## src/rtl/json_string_unescape_utf8_defines.svh

```systemverilog
// Assertion helpers shared by the queue and the back end.
`ifndef JSON_STRING_UNESCAPE_UTF8_DEFINES_SVH
`define JSON_STRING_UNESCAPE_UTF8_DEFINES_SVH

// Checks a property on every rising edge of clk outside reset.
`define JSU_ASSERT(lbl, prop, msg) \
  lbl: assert property (@(posedge clk) disable iff (!rst_n) (prop)) else $error(msg);

// Checks that a condition never holds outside reset.
`define JSU_NEVER(lbl, cond, msg) \
  lbl: assert property (@(posedge clk) disable iff (!rst_n) !(cond)) else $error(msg);

`endif

```

## src/rtl/jsu_pkg.sv

```systemverilog
package jsu_pkg;

  localparam logic [1:0] KIND_DATA = 2'd0;
  localparam logic [1:0] KIND_DONE = 2'd1;
  localparam logic [1:0] KIND_ERR  = 2'd2;

  localparam logic [3:0] ERR_NONE       = 4'd0;
  localparam logic [3:0] ERR_NO_QUOTE   = 4'd1;
  localparam logic [3:0] ERR_CTRL       = 4'd2;
  localparam logic [3:0] ERR_BAD_ESC    = 4'd3;
  localparam logic [3:0] ERR_BAD_HEX    = 4'd4;
  localparam logic [3:0] ERR_MISS_LOW   = 4'd5;
  localparam logic [3:0] ERR_BAD_LOW    = 4'd6;
  localparam logic [3:0] ERR_LONE_LOW   = 4'd7;
  localparam logic [3:0] ERR_UNTERM     = 4'd8;

  localparam logic [7:0] CH_QUOTE = 8'h22;
  localparam logic [7:0] CH_BSLASH = 8'h5C;
  localparam logic [7:0] CH_U = 8'h75;

  // One request from the front end: up to four result bytes.
  typedef struct packed {
    logic [1:0]  kind;
    logic [3:0]  err;
    logic [20:0] cp;
    logic [1:0]  nlast;
  } entry_t;

  // Bit 4 set means the character is no hex digit.
  function automatic logic [4:0] hex_value(input logic [7:0] c);
    logic [4:0] r;
    r = 5'h10;
    if (c >= 8'h30 && c <= 8'h39) r = {1'b0, 4'(c - 8'h30)};
    else if (c >= 8'h61 && c <= 8'h66) r = {1'b0, 4'(c - 8'h57)};
    else if (c >= 8'h41 && c <= 8'h46) r = {1'b0, 4'(c - 8'h37)};
    return r;
  endfunction

  // Bit 8 set means the escape letter is unknown.
  function automatic logic [8:0] esc_value(input logic [7:0] c);
    logic [8:0] r;
    unique case (c)
      8'h22:   r = 9'h022;
      8'h5C:   r = 9'h05C;
      8'h2F:   r = 9'h02F;
      8'h62:   r = 9'h008;
      8'h66:   r = 9'h00C;
      8'h6E:   r = 9'h00A;
      8'h72:   r = 9'h00D;
      8'h74:   r = 9'h009;
      default: r = 9'h100;
    endcase
    return r;
  endfunction

  function automatic logic [7:0] utf8_byte(input logic [20:0] cp, input logic [1:0] nlast,
                                           input logic [1:0] idx);
    logic [7:0] r;
    logic [3:0] sel;
    sel = {nlast, idx};
    unique case (sel)
      4'b01_00: r = {3'b110, cp[10:6]};
      4'b10_00: r = {4'b1110, cp[15:12]};
      4'b10_01: r = {2'b10, cp[11:6]};
      4'b11_00: r = {5'b11110, cp[20:18]};
      4'b11_01: r = {2'b10, cp[17:12]};
      4'b11_10: r = {2'b10, cp[11:6]};
      4'b01_01, 4'b10_10, 4'b11_11: r = {2'b10, cp[5:0]};
      default:  r = cp[7:0];
    endcase
    return r;
  endfunction

endpackage

```

## src/rtl/jsu_front.sv

```systemverilog
module jsu_front (
  input  logic             clk,
  input  logic             rst_n,
  input  logic             take,
  input  logic [7:0]       text_byte,
  output logic             req_push,
  output jsu_pkg::entry_t  req
);

  localparam logic [2:0] MODE_WAIT    = 3'd0;
  localparam logic [2:0] MODE_TEXT    = 3'd1;
  localparam logic [2:0] MODE_ESC     = 3'd2;
  localparam logic [2:0] MODE_HEX_HI  = 3'd3;
  localparam logic [2:0] MODE_NEED_BS = 3'd4;
  localparam logic [2:0] MODE_NEED_U  = 3'd5;
  localparam logic [2:0] MODE_HEX_LO  = 3'd6;

  logic [2:0]  mode_r, mode_nxt;
  logic [15:0] hex_r, hex_nxt;
  logic [1:0]  cnt_r, cnt_nxt;
  logic [9:0]  hs_r, hs_nxt;

  logic        do_fail;
  logic [3:0]  fail_code;
  logic [4:0]  hv;
  logic [8:0]  ev;
  logic [15:0] acc_sh;
  logic        digit_done;
  logic [10:0] plane;

  always_comb begin
    hv         = jsu_pkg::hex_value(text_byte);
    ev         = jsu_pkg::esc_value(text_byte);
    acc_sh     = {hex_r[11:0], hv[3:0]};
    digit_done = (cnt_r == 2'd3);
    plane      = {1'b0, hs_r} + 11'h040;
    mode_nxt   = mode_r;
    hex_nxt    = hex_r;
    cnt_nxt    = cnt_r;
    hs_nxt     = hs_r;
    do_fail    = 1'b0;
    fail_code  = jsu_pkg::ERR_NONE;
    req_push   = 1'b0;
    req        = '0;
    if (mode_r == MODE_WAIT) begin
      if (text_byte == jsu_pkg::CH_QUOTE) begin
        mode_nxt = MODE_TEXT;
        hex_nxt  = '0;
        cnt_nxt  = '0;
        hs_nxt   = '0;
      end else begin
        do_fail   = 1'b1;
        fail_code = jsu_pkg::ERR_NO_QUOTE;
      end
    end else if (text_byte == 8'h00) begin
      do_fail   = 1'b1;
      fail_code = jsu_pkg::ERR_UNTERM;
    end else begin
      unique case (mode_r)
        MODE_TEXT: begin
          if (text_byte == jsu_pkg::CH_QUOTE) begin
            req_push = 1'b1;
            req.kind = jsu_pkg::KIND_DONE;
            mode_nxt = MODE_WAIT;
            hex_nxt  = '0;
            cnt_nxt  = '0;
            hs_nxt   = '0;
          end else if (text_byte < 8'h20) begin
            do_fail   = 1'b1;
            fail_code = jsu_pkg::ERR_CTRL;
          end else if (text_byte == jsu_pkg::CH_BSLASH) begin
            mode_nxt = MODE_ESC;
          end else begin
            req_push = 1'b1;
            req.cp   = {13'b0, text_byte};
          end
        end
        MODE_ESC: begin
          if (text_byte == jsu_pkg::CH_U) begin
            hex_nxt  = '0;
            cnt_nxt  = '0;
            mode_nxt = MODE_HEX_HI;
          end else if (!ev[8]) begin
            req_push = 1'b1;
            req.cp   = {13'b0, ev[7:0]};
            mode_nxt = MODE_TEXT;
          end else begin
            do_fail   = 1'b1;
            fail_code = jsu_pkg::ERR_BAD_ESC;
          end
        end
        MODE_HEX_HI, MODE_HEX_LO: begin
          if (hv[4]) begin
            do_fail   = 1'b1;
            fail_code = jsu_pkg::ERR_BAD_HEX;
          end else begin
            hex_nxt = acc_sh;
            cnt_nxt = cnt_r + 2'd1;
            if (digit_done && mode_r == MODE_HEX_HI) begin
              if (acc_sh >= 16'hD800 && acc_sh <= 16'hDBFF) begin
                hs_nxt   = acc_sh[9:0];
                mode_nxt = MODE_NEED_BS;
              end else if (acc_sh >= 16'hDC00 && acc_sh <= 16'hDFFF) begin
                do_fail   = 1'b1;
                fail_code = jsu_pkg::ERR_LONE_LOW;
              end else begin
                req_push = 1'b1;
                req.cp   = {5'b0, acc_sh};
                if (acc_sh <= 16'h007F) req.nlast = 2'd0;
                else if (acc_sh <= 16'h07FF) req.nlast = 2'd1;
                else req.nlast = 2'd2;
                mode_nxt = MODE_TEXT;
              end
            end else if (digit_done) begin
              if (acc_sh < 16'hDC00 || acc_sh > 16'hDFFF) begin
                do_fail   = 1'b1;
                fail_code = jsu_pkg::ERR_BAD_LOW;
              end else begin
                req_push  = 1'b1;
                req.cp    = {plane, acc_sh[9:0]};
                req.nlast = 2'd3;
                hex_nxt   = '0;
                hs_nxt    = '0;
                mode_nxt  = MODE_TEXT;
              end
            end
          end
        end
        MODE_NEED_BS: begin
          if (text_byte == jsu_pkg::CH_BSLASH) begin
            mode_nxt = MODE_NEED_U;
          end else begin
            do_fail   = 1'b1;
            fail_code = jsu_pkg::ERR_MISS_LOW;
          end
        end
        MODE_NEED_U: begin
          if (text_byte == jsu_pkg::CH_U) begin
            hex_nxt  = '0;
            cnt_nxt  = '0;
            mode_nxt = MODE_HEX_LO;
          end else begin
            do_fail   = 1'b1;
            fail_code = jsu_pkg::ERR_MISS_LOW;
          end
        end
        default: begin
          mode_nxt = MODE_WAIT;
          hex_nxt  = '0;
          cnt_nxt  = '0;
          hs_nxt   = '0;
        end
      endcase
    end
    if (do_fail) begin
      req_push  = 1'b1;
      req       = '0;
      req.kind  = jsu_pkg::KIND_ERR;
      req.err   = fail_code;
      mode_nxt  = MODE_WAIT;
      hex_nxt   = '0;
      cnt_nxt   = '0;
      hs_nxt    = '0;
    end
    req_push = req_push & take;
  end

  always_ff @(posedge clk) begin
    if (!rst_n) begin
      mode_r <= MODE_WAIT;
      hex_r  <= '0;
      cnt_r  <= '0;
      hs_r   <= '0;
    end else if (take) begin
      mode_r <= mode_nxt;
      hex_r  <= hex_nxt;
      cnt_r  <= cnt_nxt;
      hs_r   <= hs_nxt;
    end
  end

endmodule

```

## src/rtl/jsu_fifo.sv

```systemverilog
`include "json_string_unescape_utf8_defines.svh"

module jsu_fifo #(
  parameter int DEPTH = 4
) (
  input  logic             clk,
  input  logic             rst_n,
  input  logic             push,
  input  jsu_pkg::entry_t  wdata,
  output logic             full,
  input  logic             pop,
  output jsu_pkg::entry_t  rdata,
  output logic             empty
);

  localparam int AW = (DEPTH > 1) ? $clog2(DEPTH) : 1;
  localparam int CW = $clog2(DEPTH + 1);

  jsu_pkg::entry_t mem_r [DEPTH];
  logic [AW-1:0]   wr_ptr_r, rd_ptr_r;
  logic [CW-1:0]   count_r;
  logic            do_push, do_pop;

  assign full    = (count_r == CW'(DEPTH));
  assign empty   = (count_r == '0);
  assign do_push = push && !full;
  assign do_pop  = pop && !empty;
  assign rdata   = mem_r[rd_ptr_r];

  always_ff @(posedge clk) begin
    if (do_push) mem_r[wr_ptr_r] <= wdata;
  end

  always_ff @(posedge clk) begin
    if (!rst_n) begin
      wr_ptr_r <= '0;
      rd_ptr_r <= '0;
      count_r  <= '0;
    end else begin
      if (do_push) wr_ptr_r <= (wr_ptr_r == AW'(DEPTH - 1)) ? '0 : wr_ptr_r + AW'(1);
      if (do_pop) rd_ptr_r <= (rd_ptr_r == AW'(DEPTH - 1)) ? '0 : rd_ptr_r + AW'(1);
      if (do_push && !do_pop) count_r <= count_r + CW'(1);
      else if (do_pop && !do_push) count_r <= count_r - CW'(1);
    end
  end

  `JSU_NEVER(a_fifo_count_range, count_r > CW'(DEPTH), "queue count beyond its depth")
  `JSU_ASSERT(a_fifo_count_up, rst_n && do_push && !do_pop |=> count_r == $past(count_r) + CW'(1), "queue count did not rise on a lone push")

endmodule

```

## src/rtl/jsu_back.sv

```systemverilog
`include "json_string_unescape_utf8_defines.svh"

module jsu_back (
  input  logic             clk,
  input  logic             rst_n,
  input  jsu_pkg::entry_t  q_data,
  input  logic             q_empty,
  output logic             q_pop,
  output logic [7:0]       out_byte,
  output logic [1:0]       out_result_kind,
  output logic [3:0]       out_error_code,
  output logic             out_last_of_run,
  output logic             empty,
  input  logic             pop
);

  jsu_pkg::entry_t cur_r;
  logic            cur_valid_r;
  logic [1:0]      idx_r;
  logic            last;
  logic            done_cur;

  assign last            = (idx_r == cur_r.nlast);
  assign done_cur        = cur_valid_r && pop && last;
  assign q_pop           = !q_empty && (!cur_valid_r || done_cur);
  assign empty           = !cur_valid_r;
  assign out_byte        = jsu_pkg::utf8_byte(cur_r.cp, cur_r.nlast, idx_r);
  assign out_result_kind = cur_r.kind;
  assign out_error_code  = cur_r.err;
  assign out_last_of_run = last;

  always_ff @(posedge clk) begin
    if (q_pop) cur_r <= q_data;
  end

  always_ff @(posedge clk) begin
    if (!rst_n) begin
      cur_valid_r <= 1'b0;
      idx_r       <= '0;
    end else if (q_pop) begin
      cur_valid_r <= 1'b1;
      idx_r       <= '0;
    end else if (done_cur) begin
      cur_valid_r <= 1'b0;
      idx_r       <= '0;
    end else if (cur_valid_r && pop) begin
      idx_r <= idx_r + 2'd1;
    end
  end

  `JSU_NEVER(a_back_idx_range, cur_valid_r && idx_r > cur_r.nlast, "byte index past the end of its request")
  `JSU_NEVER(a_back_single_status, cur_valid_r && cur_r.kind != jsu_pkg::KIND_DATA && cur_r.nlast != 2'd0, "status request spans several results")

endmodule

```

## src/rtl/json_string_unescape_utf8.sv

```systemverilog
// JSON string unescaper with UTF-8 output.
// Input channel: drive in_text_byte and raise push; the byte is taken at a
// rising edge where push is high and full is low. The first byte of a string
// must be the opening quote; a zero byte marks the end of the text.
// Result channel: while empty is low the oldest result sits on out_byte,
// out_result_kind, out_error_code and out_last_of_run; raise pop to take it.
// Each input byte gives no result, one result, or a run of up to four UTF-8
// bytes, with out_last_of_run set on the final result of the run.
// A byte is decoded in the cycle it is taken; its request is queued, then
// loaded into the output register; its first result reaches the result ports
// when no earlier result waits, else it waits behind those. One byte is taken
// every cycle while full is low; the result side drains one result a cycle
// while pop is high, so a burst of multibyte escapes is absorbed by a request
// queue of DEPTH entries between decoder and output. When the receiver stalls,
// the queue fills and full rises; nothing is lost. A synchronous reset on rst_n
// empties the queue and returns the decoder to waiting for an opening quote.
module json_string_unescape_utf8 #(
  parameter int DEPTH = 4
) (
  input  logic       clk,
  input  logic       rst_n,
  input  logic [7:0] in_text_byte,
  input  logic       push,
  output logic       full,
  output logic [7:0] out_byte,
  output logic [1:0] out_result_kind,
  output logic [3:0] out_error_code,
  output logic       out_last_of_run,
  output logic       empty,
  input  logic       pop
);

  logic            take;
  logic            req_push;
  jsu_pkg::entry_t req;
  jsu_pkg::entry_t q_data;
  logic            q_full, q_empty, q_pop;

  assign full = q_full;
  assign take = push && !q_full;

  jsu_front u_front (
    .clk       (clk),
    .rst_n     (rst_n),
    .take      (take),
    .text_byte (in_text_byte),
    .req_push  (req_push),
    .req       (req)
  );

  jsu_fifo #(.DEPTH(DEPTH)) u_fifo (
    .clk   (clk),
    .rst_n (rst_n),
    .push  (req_push),
    .wdata (req),
    .full  (q_full),
    .pop   (q_pop),
    .rdata (q_data),
    .empty (q_empty)
  );

  jsu_back u_back (
    .clk             (clk),
    .rst_n           (rst_n),
    .q_data          (q_data),
    .q_empty         (q_empty),
    .q_pop           (q_pop),
    .out_byte        (out_byte),
    .out_result_kind (out_result_kind),
    .out_error_code  (out_error_code),
    .out_last_of_run (out_last_of_run),
    .empty           (empty),
    .pop             (pop)
  );

endmodule
```

## config.mk

```make
export PLATFORM = sky130hd
export DESIGN_NAME = json_string_unescape_utf8
export DESIGN_NICKNAME = d
export VERILOG_FILES = /design/src/rtl/jsu_pkg.sv /design/src/rtl/jsu_front.sv /design/src/rtl/jsu_fifo.sv /design/src/rtl/jsu_back.sv /design/src/rtl/json_string_unescape_utf8.sv
export VERILOG_INCLUDE_DIRS = /design/src /design/src/rtl
export SDC_FILE = /design/constraint.sdc
export NUM_CORES = 1
export LEC_CHECK = 0
export ABC_AREA = 1
export BUFFER_PORTS_ARGS = -buffer_cell sky130_fd_sc_hd__buf_4
export CAP_MARGIN = 20
export CORE_ASPECT_RATIO = 1.2
export CORE_MARGIN = 2
export CORE_UTILIZATION = 50
export CTS_BUF_LIST = sky130_fd_sc_hd__clkbuf_8
export DETAILED_ROUTE_END_ITERATION = 16
export MAX_ROUTING_LAYER = met4
export PLACE_DENSITY = 0.8
export SLEW_MARGIN = 20
export SYNTH_ARGS = -nofsm -noshare
export SYNTH_HDL_FRONTEND = slang
export SYNTH_SLANG_ARGS = --single-unit
```

## constraint.sdc

```tcl
create_clock -name clk -period 3.3 [get_ports clk]
set_input_delay 0.33 -clock clk [delete_from_list [all_inputs] [get_ports clk]]
set_output_delay 0.33 -clock clk [all_outputs]
set_load 0.01 [all_outputs]
```

==> flow_summary.json, run 1 <==
{
  "die_x_um": 124,
  "dp_hpwl_mm": 12.9,
  "nNetsFinal": 978,
  "rrSetupSlack_ns": 0.34,
  "diodes": 0,
  "fp.dieH_um": 148,
  "ys_ff_latch": 182,
  "drtPass1Iterations": 5,
  "setup_viol": 0,
  "grt_usage_pct": 22.3,
  "min_path_cells": 3,
  "period_minus_slack_ns": 2.99,
  "slew_viol_final": 0,
  "cp-end-kind": "output port",
  "crit_required_ns": 2.97,
  "cts_root_buffer": "clkbuf_8",
  "wl_met2_mm": 9.73,
  "setup_tns_ns": 0,
  "worst_pin_slew_ns": 0.940,
  "rows": 52,
  "max_freq_mhz": 334,
  "syn_avg_cell_area_sq_um": 9.34,
  "cts_hold_buffers": 0,
  "relSlewSlack_pct": 37.3,
  "routedWlPerCell_um": 16.2,
  "synth_edf_count": 145,
  "arrival_ns": 2.66,
  "clock_path_buffers": 2,
  "start_kind": "flip-flop",
  "async_flop_share_pct": 0,
  "cts_made_buffers": 17,
  "synth_fp_nets": 951,
  "cap_viol_max_count": 0,
  "place.gp.congestion": 0.928,
  "ys_types": 42,
  "cts.htree.levels": 4,
  "coreArea_sq_um": 16900,
  "drc": 0,
  "start_util_pct": 51.1,
  "ys_seq_area_share_pct": 59.1,
  "grt_pass1_vias": 6055,
  "io_buffers": 28,
  "timing.rr.end": "u_fifo.count_r[2]",
  "clk_pin_slew_worst_paths_ns": 0.10,
  "rsz0062_at_grt": "false",
  "hold_violations": 0,
  "syn_area_sq_um": 8610,
  "holdPathEnd": "u_back.idx_r[1]",
  "path_class": "flip-flop to output port",
  "drt-vias-per-instance": 5.51,
  "initialDrtViolationCount": 555,
  "power_density_nw_per_um2": 820,
  "syn-instance-count": 922,
  "wl_met3_mm": 1.11,
  "vdd_ir_drop_max_uv": 426,
  "drive_above_1_share_pct": 11.9,
  "final.setup_skew_ns": 0.0143,
  "outcome": "finished, final reports clean",
  "die_area_sq_um": 18300,
  "top_layer_used": "met4",
  "final-instance-count-excl-fill": 1178,
  "worstPathMaxFanout": 6,
  "hold_class": "primary input to flip-flop",
  "pin_count": 29,
  "wl_mm": 19.0,
  "wl_met1_mm": 7.65,
  "hold_slack_ns": 0.168,
  "yosysWarningCount": 0,
  "num_vias": 6485,
  "p_leak_nw": 3.60,
  "post-route-period-util_pct": 90.6,
  "ant_nets": 0,
  "cts_sinks": 182,
  "cts_setup_buffers": 0,
  "grt_pass1_wl_mm": 30.1,
  "grt-ovfl-total": 0,
  "ctsResizeCount": 0,
  "synth_flop_cell": "edfxtp_1",
  "reg2regPathDepth": 17,
  "power.total_mw": 7.80,
  "clock_latency_ns": 0.47,
  "dpl.cell_count": 1146,
  "area_delta_synth_final_pct": 10.3,
  "grt_start_max_net_pins": 60,
  "hp-start": "pop",
  "final_core_util_pct": 56.4,
  "cts_tree": "built",
  "antenna_found_initial": 0,
  "reg2reg_from": "u_front.mode_r[1]"
}
==> cell type report <==
class,instances,area (sq um)
sequential,182,5100
clock inverter,15,143
clock buffer,17,234
tap,216,270
inverter,89,334
multi-input combinational,607,2970
fill,1407,7350
timing repair buffer,52,453
==> flip-flops by register name, indices dropped and copies added (netlist names), 3 cells and up <==
register               count
u_fifo.count_r             3
u_front.hex_r             12
u_front.mode_r             3
u_back.out_error_code      4
u_fifo.mem_r             116
u_back.cur_r              23
u_front.hs_r              10
==> power breakdown <==
part / internal (mW) / leakage, nW / switching [mW]
clock network: 0.612 / 0.187 / 0.809
logic: 0.994 / 1.83 / 1.83
registers: 3.24 / 1.59 / 0.313
==> metal layers <==
layer | global-route usage [%] | vias up
met5 | - | -
met4 | 9.20 | 0
met3 | 3.97 | 36
met2 | 37.3 | 225
met1 | 26.4 | 3045
li1 | - | 3179
==> Yosys cell counts, drive strengths merged (5+ instances only) <==
library cell | count | area (sq um)
clkbuf | 28 | 105
a211oi | 5 | 37.5
o21ai | 77 | 385
xor2 | 5 | 43.8
nor3 | 6 | 30.0
a21oi | 32 | 168
edfxtp | 145 | 4350
ha | 16 | 200
buf | 16 | 116
dfxtp | 37 | 741
o22ai | 30 | 188
nand2 | 164 | 633
a22oi | 13 | 97.6
o221ai | 5 | 43.8
inv | 88 | 330
nor2 | 189 | 712
nand3 | 42 | 243
nand4 | 5 | 31.3
==> worst max-delay path, cell delays in order (launching register included) <==
cell and delay, ns:
dfxtp_1 0.37, inv_1 0.14, ha_1 0.21, inv_1 0.07, nor3_1 0.23, or2_0 0.34, nor4_1 0.12, or2_2 0.37
nand2_1 0.09, nand4_1 0.09, buf_4 0.16
==> layout by cell type, fill, tap and decap left out, drive strengths merged, types with 2 or more instances in the layout <==
cell / Yosys / routed
nor2: 189 / 189
nand2: 164 / 164
edfxtp: 145 / 145
inv: 88 / 94
o21ai: 77 / 77
buf: 16 / 52
nand3: 42 / 42
dfxtp: 37 / 37
a21oi: 32 / 32
o22ai: 30 / 30
clkbuf: 28 / 17
ha: 16 / 16
a22oi: 13 / 13
nor3: 6 / 6
clkinv: 1 / 6
xor2: 5 / 5
a211oi: 5 / 5
o221ai: 5 / 5
nand4: 5 / 5
o211ai: 3 / 3
clkinvlp: 0 / 3
or2: 3 / 3
nand3b: 2 / 2
nor4: 2 / 2
==> stage by stage <==
step	area, sq um	worst slack, ns
floorplan	8610	-0.130
global placement	9130	0.0864
detailed placement	9130	0.00754
CTS	9500	0.272
global route	9500	0.0540
finish	9500	0.310
==> cell families after synthesis <==
group | Yosys count | share of synthesized area [%]
AOI/OAI and AO/OA | 171 | 11.6
xor gates and xnor gates | 5 | 0.508
adders and majority gates | 17 | 2.56
buffers and inverters | 133 | 6.45
DFF | 182 | 59.1
and+or+nand+nor | 414 | 19.8
==> worst max path at each step <==
stage,startpoint,to,slack [ns]
2_1_floorplan,in_text_byte[0],u_fifo.mem_r[0][0],-0.13
3_3_place_gp,in_text_byte[0],u_fifo.count_r[2],0.09
3_5_place_dp,in_text_byte[0],u_fifo.count_r[2],0.008
4_1_cts,u_back.idx_r[0],out_byte[2],0.27
5_1_grt,u_back.idx_r[0],out_byte[2],0.05
6_report,u_back.idx_r[0],out_byte[2],0.31
Power figures use the tool's default switching activity.
==> run 2, diff against run 1 <==
--- a/config.mk
+++ b/config.mk
@@ -6,7 +6,7 @@
 export SDC_FILE = /design/constraint.sdc
 export NUM_CORES = 1
 export LEC_CHECK = 0
-export ABC_AREA = 1
+export ABC_AREA = 0
 export BUFFER_PORTS_ARGS = -buffer_cell sky130_fd_sc_hd__buf_4
 export CAP_MARGIN = 20
 export CORE_ASPECT_RATIO = 1.2
@@ -16,6 +16,7 @@
 export DETAILED_ROUTE_END_ITERATION = 16
 export MAX_ROUTING_LAYER = met4
 export PLACE_DENSITY = 0.8
+export RECOVER_POWER = 25
 export SLEW_MARGIN = 20
 export SYNTH_ARGS = -nofsm -noshare
 export SYNTH_HDL_FRONTEND = slang
==> run 2 against run 1 <==
  * Non-clock buffer count is 14 higher
  * Worst setup slack worse by 0.21 ns
  * Worst hold slack better by 0.034 ns
  * Critical path type is now flip-flop to flip-flop
  * Synthesized area is 5.4% lower
  * Clock power hardly changed
  * Register-to-register slack worse by 0.24 ns
  * Count of clock-buffer cells in the layout stayed put
  * Largest cell class unchanged
  * Sequential cell count stayed put
  * Via count is 19% lower
  * Critical endpoint is now u_fifo.count_r[2]
  * Core utilization is 0.59 points higher
  * Fmax is 6.5% lower
  * Critical path depth is 3 higher
==> flow_summary.json, run 2 <==
{
  "cts_root_buffer": "clkbuf_8",
  "io_buffers": 28,
  "synthTopCellsByCount": "edfxtp_1, nand2_1, dfxtp_1, nor2_1, mux4_2",
  "dpl.cell_count": 825,
  "final_cell_mix": "edfxtp_1, nand2_1, buf_4, dfxtp_1, nor2_1",
  "ys_seq_area_share_pct": 62.5,
  "async_flop_share_pct": 0,
  "slew_viol_final": 0,
  "hold_violations": 0,
  "path_class": "flip-flop to flip-flop",
  "seq_power_share_pct": 50.1,
  "clock_latency_ns": 0.44,
  "post-route-period-util_pct": 96.8,
  "coreArea_sq_um": 16100,
  "hold_class": "primary input to flip-flop",
  "drive_above_1_share_pct": 21.1,
  "relSlewSlack_pct": 19.2,
  "cts_hold_buffers": 0,
  "fp.dieH_um": 144,
  "grt_usage_pct": 21.0,
  "pre_cts_slack_ns": -0.000173,
  "yosysWarningCount": 0,
  "met1_usage_pct": 25.0,
  "synth_fp_nets": 614,
  "clk_pin_slew_worst_paths_ns": 0.10,
  "antenna_found_initial": 0,
  "cap_viol_max_count": 0,
  "vdd_ir_drop_max_uv": 314,
  "grt_start_max_net_pins": 42,
  "wl_mm": 16.9,
  "rows": 51,
  "num-fill-cells": 1258,
  "power_density_nw_per_um2": 679,
  "drtPass1Iterations": 7,
  "grt_pass1_vias": 5116,
  "die_area_sq_um": 17300,
  "final.setup_skew_ns": 0.0146,
  "area_delta_synth_final_pct": 12.5,
  "ys_ff_latch": 182,
  "use_met2_pct": 36.6,
  "max_freq_mhz": 313,
  "ant_nets": 0,
  "cts_made_buffers": 17,
  "place.gp.congestion": 0.926,
  "hold_slack_ns": 0.202,
  "p_leak_nw": 3.01,
  "switching_share_pct": 30.2,
  "rrSetupSlack_ns": 0.10,
  "crit_chain": "ha_2 > nand4b_1 > or3_1 > o211ai_2 > a21oi_2 > a21oi_2 > o41a_1 > ha_1 > inv_1 > fa_1 > xor2_1 > or3_1 > a21boi_0",
  "syn_avg_cell_area_sq_um": 13.9,
  "cp-end-kind": "flip-flop",
  "setup_viol": 0,
  "cts_tree": "built",
  "clock_path_buffers": 2,
  "synth_flop_cell": "edfxtp_1",
  "slowest_stage": "fa_1",
  "use_met3_pct": 3.81,
  "syn_area_sq_um": 8150,
  "combPwrFrac_pct": 26.8,
  "grt.busiest_layer": "met2",
  "yosysTopAreaCellShare_pct": 53.4,
  "final-instance-count-excl-fill": 857,
  "power.total_mw": 6.23,
  "worst_pin_slew_ns": 1.21,
  "reg2reg_from": "u_front.cnt_r[0]",
  "dp_hpwl_mm": 11.8,
  "final_area_sq_um": 9170,
  "synth_edf_count": 145,
  "yosys.area.top_type": "edfxtp_1",
  "grt-ovfl-total": 0,
  "start_util_pct": 50.7,
  "largest_register_ffs": 116,
  "crit_required_ns": 3.67,
  "endpoint": "u_fifo.count_r[2]",
  "ys_types": 69,
  "dpl_cell_area_sq_um": 8820,
  "num_vias": 5222,
  "slowest_delay_ns": 0.43,
  "timing.rr.end": "u_fifo.count_r[2]",
  "drt-vias-per-instance": 6.09,
  "arrival_ns": 3.56,
  "final_common_cell": "edfxtp_1",
  "synth_most_common_cell": "edfxtp_1",
  "critPathLaunch": "u_front.cnt_r[0]",
  "routedWlPerCell_um": 19.7,
  "pin_count": 29,
  "period_minus_slack_ns": 3.20,
  "initialDrtViolationCount": 690,
  "diodes": 0,
  "grt_pass1_wl_mm": 27.0,
  "worstPathMaxFanout": 7,
  "internal_power_mw": 4.35,
  "start_kind": "flip-flop",
  "top_register": "u_fifo.mem_r",
  "rsz0062_at_grt": "false",
  "outcome": "finished, final reports clean",
  "synthTopCellsByArea": "edfxtp_1, dfxtp_1, mux4_2",
  "setup_ws_ns": 0.104,
  "die_x_um": 121,
  "reg2regPathDepth": 13,
  "cts.htree.levels": 4,
  "largestRegisters": "u_fifo.mem_r: 116 flops, u_back.cur_r: 23 flops, u_front.hex_r: 12 flops",
  "clock_power_share_pct": 23.1,
  "cts_sinks": 182,
  "syn-instance-count": 585,
  "drc": 0,
  "nNetsFinal": 661,
  "switchingPower_mw": 1.88
}
==> run 2: cell count changes in the layout (fill, tap and decap cells not counted), moves of 9 or more <==
cell / change
nand3_1: -28
o21ai_0: -60
nand2_1: -108
inv_2: -9
nor2_1: -152
a32o_1: +22
inv_1: -61
o22ai_1: -29
mux4_2: +29
a21oi_1: -9
clkbuf_1: +14
==> run 2: what timing repair did <==
item | in CTS | in global routing
setup buffers | 0 | 0
endpoints found under the setup margin | 0 | 1
resized for setup | 0 | 1
==> run 2: layout make-up <==
class	instances	area [sq um]	share of cell area [%]
flip-flops and latches	182	5090	55.6
well taps	212	265	2.89
inverters	18	67.6	0.737
clock inverters	15	165	1.80
repair buffers	66	490	5.35
multi-input cells	347	2850	31.1
clock buffers	17	234	2.55
==> run 2: power by group through the flow <==
stage | Combinational [mW] | Sequential [mW] | Clock (mW)
finish | 1.67 | 3.12 | 1.44
detailed placement | 1.73 | 3.17 | 0
CTS | 1.74 | 3.12 | 1.46
global route | 1.83 | 3.15 | 1.55
global placement | 1.67 | 3.15 | 0
floorplan | 1.20 | 3.10 | 0
==> run 2: worst min-delay path by stage <==
stage / depth (start not counted) / endpoint / start
finish: 4 / u_back.cur_valid_r / pop
global route: 4 / u_back.cur_valid_r / pop
CTS: 4 / u_back.cur_valid_r / pop
detailed placement: 1 / u_front.hs_r[1] / u_front.hs_r[1]
global placement: 2 / u_fifo.wr_ptr_r[1] / u_fifo.wr_ptr_r[1]
floorplan: 2 / u_fifo.wr_ptr_r[1] / u_fifo.wr_ptr_r[1]
==> run 2: layer usage <==
metal  part of all wire, %  wire, um
met5                     0         0
met4                   1.7       293
met3                   5.4       914
met2                    52      8850
met1                    40      6840
==> run 2: critical path: cells and delay by family, from the launching register on <==
kind                     cells  cell delay [ns]
XOR/XNOR                     1             0.18
adder cells (fa/ha/maj)      3             0.91
flip-flops                   1             0.39
AND/OR/NAND/NOR              3             0.88
buffers and inverters        1             0.07
AO/OA/AOI/OAI                5             0.70
==> run 2: logic make-up (layout without fill, tap and decap cells) <==
logic type / Yosys count / count (layout) / share of synthesized area (%)
AOI/OAI and AO/OA: 119 / 119 / 11.4
muxes: 35 / 35 / 8.78
and+or+nand+nor: 169 / 169 / 10.8
DFF: 182 / 182 / 62.5
xor gates and xnor gates: 7 / 7 / 0.752
buffers and inverters: 56 / 116 / 3.05
adders and majority gates: 17 / 17 / 2.70
==> run 2: per-stage QoR <==
step / setup TNS [ns] / util (%)
after floorplan: 0 / -
after global placement: 0 / 54.8
after detailed placement: -0.000173 / 54.8
after CTS: 0 / 57.3
after global routing: 0 / 57.0
final: 0 / 57.0
